$ cat src/rtl/rgbhsl_pkg.sv
// ----------------------------------------------------------------------------
// rgbhsl_pkg
// Shared types for the RGB to HSL pixel pipeline.
// ----------------------------------------------------------------------------
package rgbhsl_pkg;

    // Sector selected by the largest channel.
    typedef enum logic [1:0] {
        SEC_RED   = 2'd0,
        SEC_GREEN = 2'd1,
        SEC_BLUE  = 2'd2
    } t_sector;

endpackage

$ cat src/rtl/rgbhsl_div.sv
// ----------------------------------------------------------------------------
// rgbhsl_div
// Pipelined restoring divider, one quotient bit per stage, with stall.
// ----------------------------------------------------------------------------
module rgbhsl_div #(
    parameter int NUM_BITS = 24,
    parameter int DEN_BITS = 11,
    parameter int TAG_BITS = 8
) (
    input  logic                i_clk,
    input  logic                i_rst_n,
    input  logic                i_adv,
    input  logic                i_valid,
    input  logic [NUM_BITS-1:0] i_num,
    input  logic [DEN_BITS-1:0] i_den,
    input  logic [TAG_BITS-1:0] i_tag,
    output logic                o_valid,
    output logic [NUM_BITS-1:0] o_quo,
    output logic [TAG_BITS-1:0] o_tag
);

    localparam int RB = DEN_BITS + 1;

    logic [NUM_BITS:0]     r_vld;
    logic [NUM_BITS-1:0]   r_num [NUM_BITS+1];
    logic [RB-1:0]         r_rem [NUM_BITS+1];
    logic [DEN_BITS-1:0]   r_den [NUM_BITS+1];
    logic [TAG_BITS-1:0]   r_tag [NUM_BITS+1];

    always_ff @(posedge i_clk) begin
        if (!i_rst_n) begin
            r_vld <= '0;
        end else if (i_adv) begin
            r_vld <= {r_vld[NUM_BITS-1:0], i_valid};
        end
    end

    always_ff @(posedge i_clk) begin
        if (i_adv) begin
            r_num[0] <= i_num;
            r_rem[0] <= '0;
            r_den[0] <= i_den;
            r_tag[0] <= i_tag;
        end
    end

    // Each stage shifts in the next dividend bit and subtracts if it fits.
    for (genvar k = 0; k < NUM_BITS; k++) begin : g_stage
        logic [RB:0]   w_trial;
        logic [RB-1:0] w_sh;
        assign w_sh    = {r_rem[k][RB-2:0], r_num[k][NUM_BITS-1]};
        assign w_trial = {1'b0, w_sh} - {2'b00, r_den[k]};
        always_ff @(posedge i_clk) begin
            if (i_adv) begin
                r_den[k+1] <= r_den[k];
                r_tag[k+1] <= r_tag[k];
                r_num[k+1] <= {r_num[k][NUM_BITS-2:0], ~w_trial[RB]};
                r_rem[k+1] <= w_trial[RB] ? w_sh : w_trial[RB-1:0];
            end
        end
    end

    assign o_valid = r_vld[NUM_BITS];
    assign o_quo   = r_num[NUM_BITS];
    assign o_tag   = r_tag[NUM_BITS];

endmodule

$ cat src/rtl/rgbhsl_front.sv
// ----------------------------------------------------------------------------
// rgbhsl_front
// Two register stages: max, min and sector, then dividends and divisors.
// ----------------------------------------------------------------------------
module rgbhsl_front
    import rgbhsl_pkg::*;
#(
    parameter int CHANNEL_BITS  = 8,
    parameter int FRACTION_BITS = 16
) (
    input  logic                                 i_clk,
    input  logic                                 i_rst_n,
    input  logic                                 i_adv,
    input  logic                                 i_valid,
    input  logic [CHANNEL_BITS-1:0]              i_red,
    input  logic [CHANNEL_BITS-1:0]              i_green,
    input  logic [CHANNEL_BITS-1:0]              i_blue,
    output logic                                 o_valid,
    output logic [CHANNEL_BITS+FRACTION_BITS+2:0] o_hnum,
    output logic [CHANNEL_BITS+2:0]              o_hden,
    output logic [CHANNEL_BITS+FRACTION_BITS-1:0] o_snum,
    output logic [CHANNEL_BITS:0]                o_sden,
    output logic                                 o_hzero,
    output logic                                 o_szero,
    output logic [CHANNEL_BITS:0]                o_sum
);

    localparam int CB = CHANNEL_BITS;
    localparam int FB = FRACTION_BITS;
    localparam logic [CB:0] FULL2 = {1'b1, {CB{1'b1}}} - 1'b1;

    logic          r_v1;
    logic [CB-1:0] r_r, r_g, r_b, r_mx, r_mn;
    t_sector       r_sec;
    logic [CB-1:0] n_mx, n_mn;
    t_sector       n_sec;

    always_comb begin
        n_mx = i_red;
        n_sec = SEC_RED;
        if (i_green > n_mx) begin
            n_mx = i_green;
            n_sec = SEC_GREEN;
        end
        if (i_blue > n_mx) begin
            n_mx = i_blue;
            n_sec = SEC_BLUE;
        end
        n_mn = i_red;
        if (i_green < n_mn) n_mn = i_green;
        if (i_blue < n_mn) n_mn = i_blue;
    end

    always_ff @(posedge i_clk) begin
        if (!i_rst_n) begin
            r_v1 <= 1'b0;
            o_valid <= 1'b0;
        end else if (i_adv) begin
            r_v1 <= i_valid;
            o_valid <= r_v1;
        end
    end

    logic [CB-1:0] w_c;
    logic [CB:0]   w_sum, w_inv;
    logic [CB+2:0] w_hn;
    assign w_c   = r_mx - r_mn;
    assign w_sum = {1'b0, r_mx} + {1'b0, r_mn};
    assign w_inv = FULL2 - w_sum;

    always_comb begin
        case (r_sec)
            SEC_RED: begin
                if (r_g >= r_b) w_hn = {3'b000, r_g - r_b};
                else w_hn = ({3'b000, w_c} * 3'd6) - {3'b000, r_b - r_g};
            end
            SEC_GREEN: w_hn = {2'b00, w_c, 1'b0} + {3'b000, r_b} - {3'b000, r_r};
            SEC_BLUE:  w_hn = {1'b0, w_c, 2'b00} + {3'b000, r_r} - {3'b000, r_g};
            default:   w_hn = '0;
        endcase
    end

    always_ff @(posedge i_clk) begin
        if (i_adv) begin
            r_r <= i_red;
            r_g <= i_green;
            r_b <= i_blue;
            r_mx <= n_mx;
            r_mn <= n_mn;
            r_sec <= n_sec;
            o_hnum <= {w_hn, {FB{1'b0}}};
            o_hden <= {3'b000, w_c} * 3'd6;
            // c * (2^FB - 1) as a shift and subtract.
            o_snum <= {w_c, {FB{1'b0}}} - {{FB{1'b0}}, w_c};
            o_sden <= (w_sum < w_inv) ? w_sum : w_inv;
            o_hzero <= (w_c == '0);
            o_szero <= (w_sum == '0) || (w_sum == FULL2);
            o_sum <= w_sum;
        end
    end

endmodule

$ cat src/rtl/rgb_to_hsl_pixel.sv
// ----------------------------------------------------------------------------
// rgb_to_hsl_pixel
// RGB to HSL conversion of one pixel per clock in a stallable pipeline.
// ----------------------------------------------------------------------------
// Channel   Direction  Handshake          Payload
// pixel     in         i_valid / o_ready  i_red, i_green, i_blue
// result    out        o_valid / i_ready  o_hue, o_saturation, o_lightness_x2
//
// One pixel enters every cycle while the output is not held. The longer
// hue divider sets the total delay; the two bit-per-stage dividers for hue
// and saturation run side by side behind two front stages of max/min and
// setup. Reset clears only the valid bits of the stages. When the output
// is held the whole pipeline freezes; ready is high whenever the output
// register is empty or being drained, so nothing is dropped or repeated.
// ----------------------------------------------------------------------------
module rgb_to_hsl_pixel
    import rgbhsl_pkg::*;
#(
    parameter int CHANNEL_BITS  = 8,
    parameter int FRACTION_BITS = 16
) (
    input  logic                     i_clk,
    input  logic                     i_rst_n,
    input  logic                     i_valid,
    output logic                     o_ready,
    input  logic [CHANNEL_BITS-1:0]  i_red,
    input  logic [CHANNEL_BITS-1:0]  i_green,
    input  logic [CHANNEL_BITS-1:0]  i_blue,
    output logic                     o_valid,
    input  logic                     i_ready,
    output logic [FRACTION_BITS-1:0] o_hue,
    output logic [FRACTION_BITS-1:0] o_saturation,
    output logic [CHANNEL_BITS:0]    o_lightness_x2
);

    localparam int CB = CHANNEL_BITS;
    localparam int FB = FRACTION_BITS;
    localparam int HN = CB + FB + 3;
    localparam int SN = CB + FB;
    // The hue divider, being longer, sets the total delay; the saturation
    // path is padded to match with a short delay line on its result.
    localparam int PAD = HN - SN;
    localparam int TB  = CB + 3;

    logic w_adv;
    // The pipeline moves when the last stage is empty or being taken.
    assign w_adv   = !o_valid || i_ready;
    assign o_ready = w_adv;

    logic          w_fv, w_hz, w_sz;
    logic [HN-1:0] w_hnum;
    logic [CB+2:0] w_hden;
    logic [SN-1:0] w_snum;
    logic [CB:0]   w_sden, w_sum;

    rgbhsl_front #(.CHANNEL_BITS(CB), .FRACTION_BITS(FB)) u_front (
        .i_clk(i_clk), .i_rst_n(i_rst_n), .i_adv(w_adv), .i_valid(i_valid),
        .i_red(i_red), .i_green(i_green), .i_blue(i_blue),
        .o_valid(w_fv), .o_hnum(w_hnum), .o_hden(w_hden),
        .o_snum(w_snum), .o_sden(w_sden), .o_hzero(w_hz), .o_szero(w_sz),
        .o_sum(w_sum)
    );

    logic          w_hv;
    logic [HN-1:0] w_hq;
    logic [TB-1:0] w_htag;

    // The tag carries the grey and black/white flags and the lightness alongside.
    rgbhsl_div #(.NUM_BITS(HN), .DEN_BITS(CB + 3), .TAG_BITS(TB)) u_hdiv (
        .i_clk(i_clk), .i_rst_n(i_rst_n), .i_adv(w_adv), .i_valid(w_fv),
        .i_num(w_hnum), .i_den(w_hden), .i_tag({w_hz, w_sz, w_sum}),
        .o_valid(w_hv), .o_quo(w_hq), .o_tag(w_htag)
    );

    logic          w_sv;
    logic [SN-1:0] w_sq;
    logic          w_stag;

    rgbhsl_div #(.NUM_BITS(SN), .DEN_BITS(CB + 1), .TAG_BITS(1)) u_sdiv (
        .i_clk(i_clk), .i_rst_n(i_rst_n), .i_adv(w_adv), .i_valid(w_fv),
        .i_num(w_snum), .i_den(w_sden), .i_tag(1'b0),
        .o_valid(w_sv), .o_quo(w_sq), .o_tag(w_stag)
    );

    // The saturation quotient travels with its own valid and tag bits so
    // that all three line up with the hue result at the output.
    logic [FB+1:0] w_sin;
    logic [FB+1:0] r_spad [PAD];
    assign w_sin = {w_sv, w_stag, w_sq[FB-1:0]};
    for (genvar k = 0; k < PAD; k++) begin : g_pad
        if (k == 0) begin : g_first
            always_ff @(posedge i_clk) begin
                if (w_adv) r_spad[k] <= w_sin;
            end
        end else begin : g_next
            always_ff @(posedge i_clk) begin
                if (w_adv) r_spad[k] <= r_spad[k-1];
            end
        end
    end

    always_ff @(posedge i_clk) begin
        if (!i_rst_n) begin
            o_valid <= 1'b0;
        end else if (w_adv) begin
            o_valid <= w_hv;
        end
    end

    always_ff @(posedge i_clk) begin
        if (w_adv) begin
            o_hue <= w_htag[TB-1] ? '0 : w_hq[FB-1:0];
            o_saturation <= (w_htag[TB-2] || r_spad[PAD-1][FB] || !r_spad[PAD-1][FB+1])
                            ? '0 : r_spad[PAD-1][FB-1:0];
            o_lightness_x2 <= w_htag[CB:0];
        end
    end

endmodule

$ cat config.mk
export PLATFORM = sky130hd
export DESIGN_NAME = rgb_to_hsl_pixel
export DESIGN_NICKNAME = d
export VERILOG_FILES = /design/src/rtl/rgbhsl_pkg.sv /design/src/rtl/rgbhsl_div.sv /design/src/rtl/rgbhsl_front.sv /design/src/rtl/rgb_to_hsl_pixel.sv
export SDC_FILE = /design/constraint.sdc
export NUM_CORES = 2
export LEC_CHECK = 0
export BUFFER_PORTS_ARGS = -buffer_cell sky130_fd_sc_hd__buf_2
export CORE_MARGIN = 2
export CORE_UTILIZATION = 52
export DETAILED_ROUTE_END_ITERATION = 12
export PLACE_DENSITY = 0.74
export SETUP_SLACK_MARGIN = 0.2
export SLEW_MARGIN = 20
export SYNTH_ARGS = -nofsm -noshare
export SYNTH_HDL_FRONTEND = slang
export SYNTH_SLANG_ARGS = --single-unit
$ cat constraint.sdc
create_clock -name i_clk -period 216.1 [get_ports i_clk]
set_input_delay 32.415 -clock i_clk [delete_from_list [all_inputs] [get_ports i_clk]]
set_output_delay 32.415 -clock i_clk [all_outputs]
set_load 0.05 [all_outputs]
== After elaboration in Yosys (flattened, before gate mapping) ==
Memory sizes are Yosys's and may differ from the RTL's. A register that Yosys moved wholly into a read port is not among the register bits.
Cells that the tools add are included.
Operators by class
  add/sub/neg operators: 62
  multipliers: 1
  $lt $le $gt $ge: 6
  equal/unequal tests: 3
  mux-type cells: 61
  bitwise gates (word level): 51
  reductions and logical operators: 9
Operators by type and width (number)
  $sub A12 B11 Y13: 27
  $mux W12: 27
  $sub A10 B9 Y11: 24
  $mux W10: 24
  $not A1 Y1: 51
  $pmux W11 S3: 1
  $sub A11 B8 Y11: 3
  $mux W8: 4
  $sub A24 B8 Y24: 1
  $sub A8 B8 Y8: 3
  $gt A8 B8 Y1: 2
  $lt A8 B8 Y1: 2
  $add A10 B8 Y11: 1
  $mux W11: 1
  $add A9 B8 Y10: 1
  $mul A8 B2 Y10 const B: 1
  $add A8 B8 Y9: 1
  $eq A9 B9 Y1 const B: 1
  $logic_not A9 Y1: 1
  $lt A9 B9 Y1: 1
  $mux W9: 1
  $sub A9 B9 Y9 const A: 1
  $ge A8 B8 Y1: 1
  $logic_not A8 Y1: 1
  6 further kinds: 12
Word-level totals
  flip-flop bits (word level): 188
  memory bits (writable): 2862
  input bits: 28
  word-level logic and storage cells: 222
  memories: 9
Memories
  u_hdiv.r_num: depth 28, bits a word 27, read ports 28, clocked after memory_dff 1, write ports 28, RTL line rgbhsl_div.sv:25  | logic [NUM_BITS-1:0] r_num [NUM_BITS+1];
  u_sdiv.r_num: depth 25, bits a word 24, read ports 25, clocked after memory_dff 0, write ports 25, RTL line rgbhsl_div.sv:25
  u_hdiv.r_rem: depth 28, bits a word 12, read ports 27, clocked after memory_dff 0, write ports 28, RTL line rgbhsl_div.sv:26  | logic [RB-1:0] r_rem [NUM_BITS+1];
  u_hdiv.r_den: depth 28, bits a word 11, read ports 27, clocked after memory_dff 0, write ports 28, RTL line rgbhsl_div.sv:27  | logic [DEN_BITS-1:0] r_den [NUM_BITS+1];
  u_hdiv.r_tag: depth 28, bits a word 11, read ports 28, clocked after memory_dff 0, write ports 28, RTL line rgbhsl_div.sv:28  | logic [TAG_BITS-1:0] r_tag [NUM_BITS+1];
  u_sdiv.r_rem: depth 25, bits a word 10, read ports 24, clocked after memory_dff 0, write ports 25, RTL line rgbhsl_div.sv:26
  +3 memories

== Longest topological paths before layout ==
  depth in word-level cells: 5
  mapped depth: 22
  depth with buffers taken out: 21

== Cells and area by module ==
A second synthesis with hierarchy kept.
Second synthesis, totals
  cell total of the unflattened synthesis: 7924
  area, all modules: 125122.5 µm²
Modules (own cells, without submodules)
  rgbhsl_div (u_hdiv): times used 1, cells each 4276, area an instance 69939.6 µm²
  rgbhsl_div (u_sdiv): times used 1, cells each 2669, area an instance 43419.1 µm²
  rgbhsl_front: times used 1, cells each 844, area an instance 8585.7 µm²
  rgb_to_hsl_pixel: times used 1, cells each 135, area an instance 3178.0 µm²

== Least setup slack after synthesis ==
Ideal clock, no wire load.
  path kind: input to output
  start point: in i_ready
  end point: out o_ready
  arrival time: 86.803 ns
  data required time: 183.685 ns
  slack: 96.882 ns
  cell stages on the path: 3
  buffers on the path: 1
  path through: nor2b_1 > inv_1 > clkbuf_1
Between the ends
  longest elaborated chain between the ends: 1
RTL lines
  from (decl): RTL line rgb_to_hsl_pixel.sv:30  | input logic i_ready,
  $logic_or A1 B1 Y1: RTL line rgb_to_hsl_pixel.sv:47  | assign w_adv = !o_valid || i_ready;
  to (decl): RTL line rgb_to_hsl_pixel.sv:25  | output logic o_ready,
Every way passes these cells.

== Final worst setup path ==
Ends and elaborated chain as after synthesis.

==> flow_summary.json <==
{
  "cp-end-kind": "output port",
  "status": "completed",
  "post_synth.cell_area_avg_um2": 15.1,
  "dr_total_vias": 43900,
  "fin_setup_tns_ns": 0,
  "ys_ff_latch": 2025,
  "grt_util_all_layers_pct": 15.2,
  "insertion_delay_ns": 0.84,
  "min_path_cells": 0,
  "synth_common_cells": "edfxtp_1, inv_1, ha_1",
  "hold_class": "reg -> reg",
  "path_class": "in -> out",
  "coreArea_um2": 169000,
  "cts_made_buffers": 202,
  "grt_max_degree": 204,
  "drt_iter0_markers": 2481,
  "wl_um": 131000,
  "setup-violations-final": 0,
  "clk_path_buf_depth": 3,
  "max_freq_mhz": 15.1,
  "cp.depth": 5,
  "yosys.cell_types.count": 72,
  "synth_top_area_share_pct": 67.6,
  "grt_setup_unrepaired": "false",
  "io_buffers": 70,
  "synth_area_leaders": "edfxtp_1, ha_1, mux2_2",
  "remaining_drc_errors": 0,
  "dp_hpwl_um": 87300,
  "fin_crit_ns": 66.30,
  "reg2reg_depth": 19,
  "cap_viol_max_count": 0,
  "skew_ns": 0.0290,
  "antennaDiodeCount": 0,
  "path_buf_inv": 4,
  "drv_slew": 0,
  "grt-ovfl-total": 0,
  "tightest_slew_ns": 1.09,
  "routed_via_density": 5.17,
  "die_h_um": 417,
  "antenna_found_initial": 1,
  "yosys_warnings": 0,
  "wl_per_cell_um": 15.4,
  "period_share_pct": 30.7,
  "rrSetupSlack_ns": 210.24,
  "cpMostUsedCell": "buf_2",
  "startpoint": "i_ready",
  "crit_arrival_ns": 33.88,
  "path_cells": "buf_2 -> nor2b_2 -> buf_4 -> inv_8 -> buf_2",
  "cts_resized": 0,
  "worstReg2RegEnd": "u_front.o_hnum[26]$_DFFE_PP_",
  "min_from": "u_hdiv.r_num[18][0]$_DFFE_PP_",
  "clock_sinks": 2025,
  "grt_pass1_wl_um": 217000,
  "yosysSeqAreaShare_pct": 68.3,
  "worstPathRequired_ns": 183.68,
  "cts_hold_buf": 0,
  "drive_gt1_share_pct": 12.7,
  "critPathLaunchType": "input pin",
  "die_x_um": 417,
  "synth_edf_count": 1994,
  "gp_congestion": 0.832,
  "reg2reg_from": "u_front.r_mx[0]$_DFFE_PP_",
  "slowest_stage": "inv_8",
  "syn2layout_area_growth_pct": 11.4,
  "finalHoldViolations": 0,
  "cts_root_buffer": "clkbuf_16",
  "synth_most_common_cell": "edfxtp_1",
  "fp-row-count": 151,
  "cts_setup_buffers": 0,
  "drt_pass1_iterations": 5,
  "relSlewSlack_pct": 27.5,
  "path_max_fanout": 91,
  "crit_family": "buffers and inverters",
  "antenna_left": 0,
  "nets": 6757,
  "initial_core_util_pct": 52.3,
  "cpPeakStageDelay_ns": 0.48,
  "hold_path_end": "u_hdiv.r_num[19][1]$_DFFE_PP_",
  "htree_levels": 4,
  "ys_dominant_reg_cell": "edfxtp_1",
  "final_util_pct": 58.3,
  "clk_pin_slew_ns": 0.06,
  "cts_tree": "yes",
  "async_flop_share_pct": 0,
  "synth_area_um2": 88600,
  "grt_pass1_vias": 46800,
  "ios": 71,
  "die_area_um2": 174000,
  "synth_top_area_cell": "edfxtp_1",
  "postSynthCellCount": 5848
}
## cell families (layout without fill, tap and decap cells)
group | Yosys count | count (layout) | synth area share [%]
flops | 2025 | 2025 | 68.3
simple gates | 852 | 852 | 4.54
compound gates | 840 | 840 | 6.05
buf+inv | 763 | 1188 | 3.28
fa+ha+maj | 622 | 622 | 9.29
mux | 444 | 444 | 5.49
xor+xnor | 301 | 301 | 3.05
other cells | 1 | 9 | 0.00423
## metrics by stage
stage / cell area [um^2] / setup slack, ns / hold WS [ns] / cells
after floorplan: 88600 / 96.88 / 0.400 / 5856
after global placement: 91800 / 149.78 / 0.400 / 8121
after detailed placement: 91800 / 149.78 / 0.405 / 8121
after CTS: 98700 / 149.77 / 0.394 / 8499
after global routing: 98700 / 149.72 / 0.402 / 8499
final: 98700 / 149.80 / 0.393 / 8499
## registers in the layout, summed over array words and instances, names as in the netlist, 28 cells and up
name          flops
u_sdiv.r_num    424
u_hdiv.r_tag    281
u_hdiv.r_rem    271
u_hdiv.r_den    223
u_sdiv.r_rem    207
u_hdiv.r_num    202
u_sdiv.r_den    192
r_spad           51
u_hdiv.r_vld     28
## worst reg2reg max path: cells and delay by family (launching register included)
kind | cells | cell delay [ns]
simple gates | 5 | 1.41
fa+ha+maj | 4 | 1.32
xor+xnor | 2 | 1.26
compound gates | 6 | 1.16
flops | 1 | 0.42
buf+inv | 2 | 0.14
## worst max path at each step
stage	end	slack, ns
after global placement	o_ready	149.78
final	o_ready	149.80
after CTS	o_ready	149.77
after floorplan	o_ready	96.88
after global routing	o_ready	149.72
after detailed placement	o_ready	149.78
## cells in the final DEF, fill, tap and decap left out, types with 60 or more instances in the layout
cell / instances
clkbuf_16: 202
xor2_1: 135
nor2_1: 305
buf_2: 70
ha_1: 562
mux2i_1: 106
mux2_2: 338
a21o_1: 113
a21boi_0: 115
o21ai_0: 250
edfxtp_1: 1994
nor2b_1: 125
inv_1: 712
fa_1: 60
xnor2_1: 162
nand2_1: 210
nand2b_1: 101
a21oi_1: 168
## final cells by class
cell class              instances  area [um^2]
well taps                    2218         2780
clock buffers                 226         5140
fillers                     12400        70600
repair buffers                 94          576
inverters                     716         2700
multi-input cells            3068        25200
flip-flops and latches       2025        60500
clock inverters               152         1770
## layer usage
metal  up-vias  track usage (%)  wire, um  share of wire [%]
met1     21400             15.8     49500                 38
met4         0             6.18      4370                3.3
li1      21700                -         -                  -
met2       508             29.8     73300                 56
met5         -                0         0                  0
met3       297             2.59      3830                2.9
Power is not shown: default switching activity piles up to over one toggle a cycle in this logic, so the estimate is an artifact.
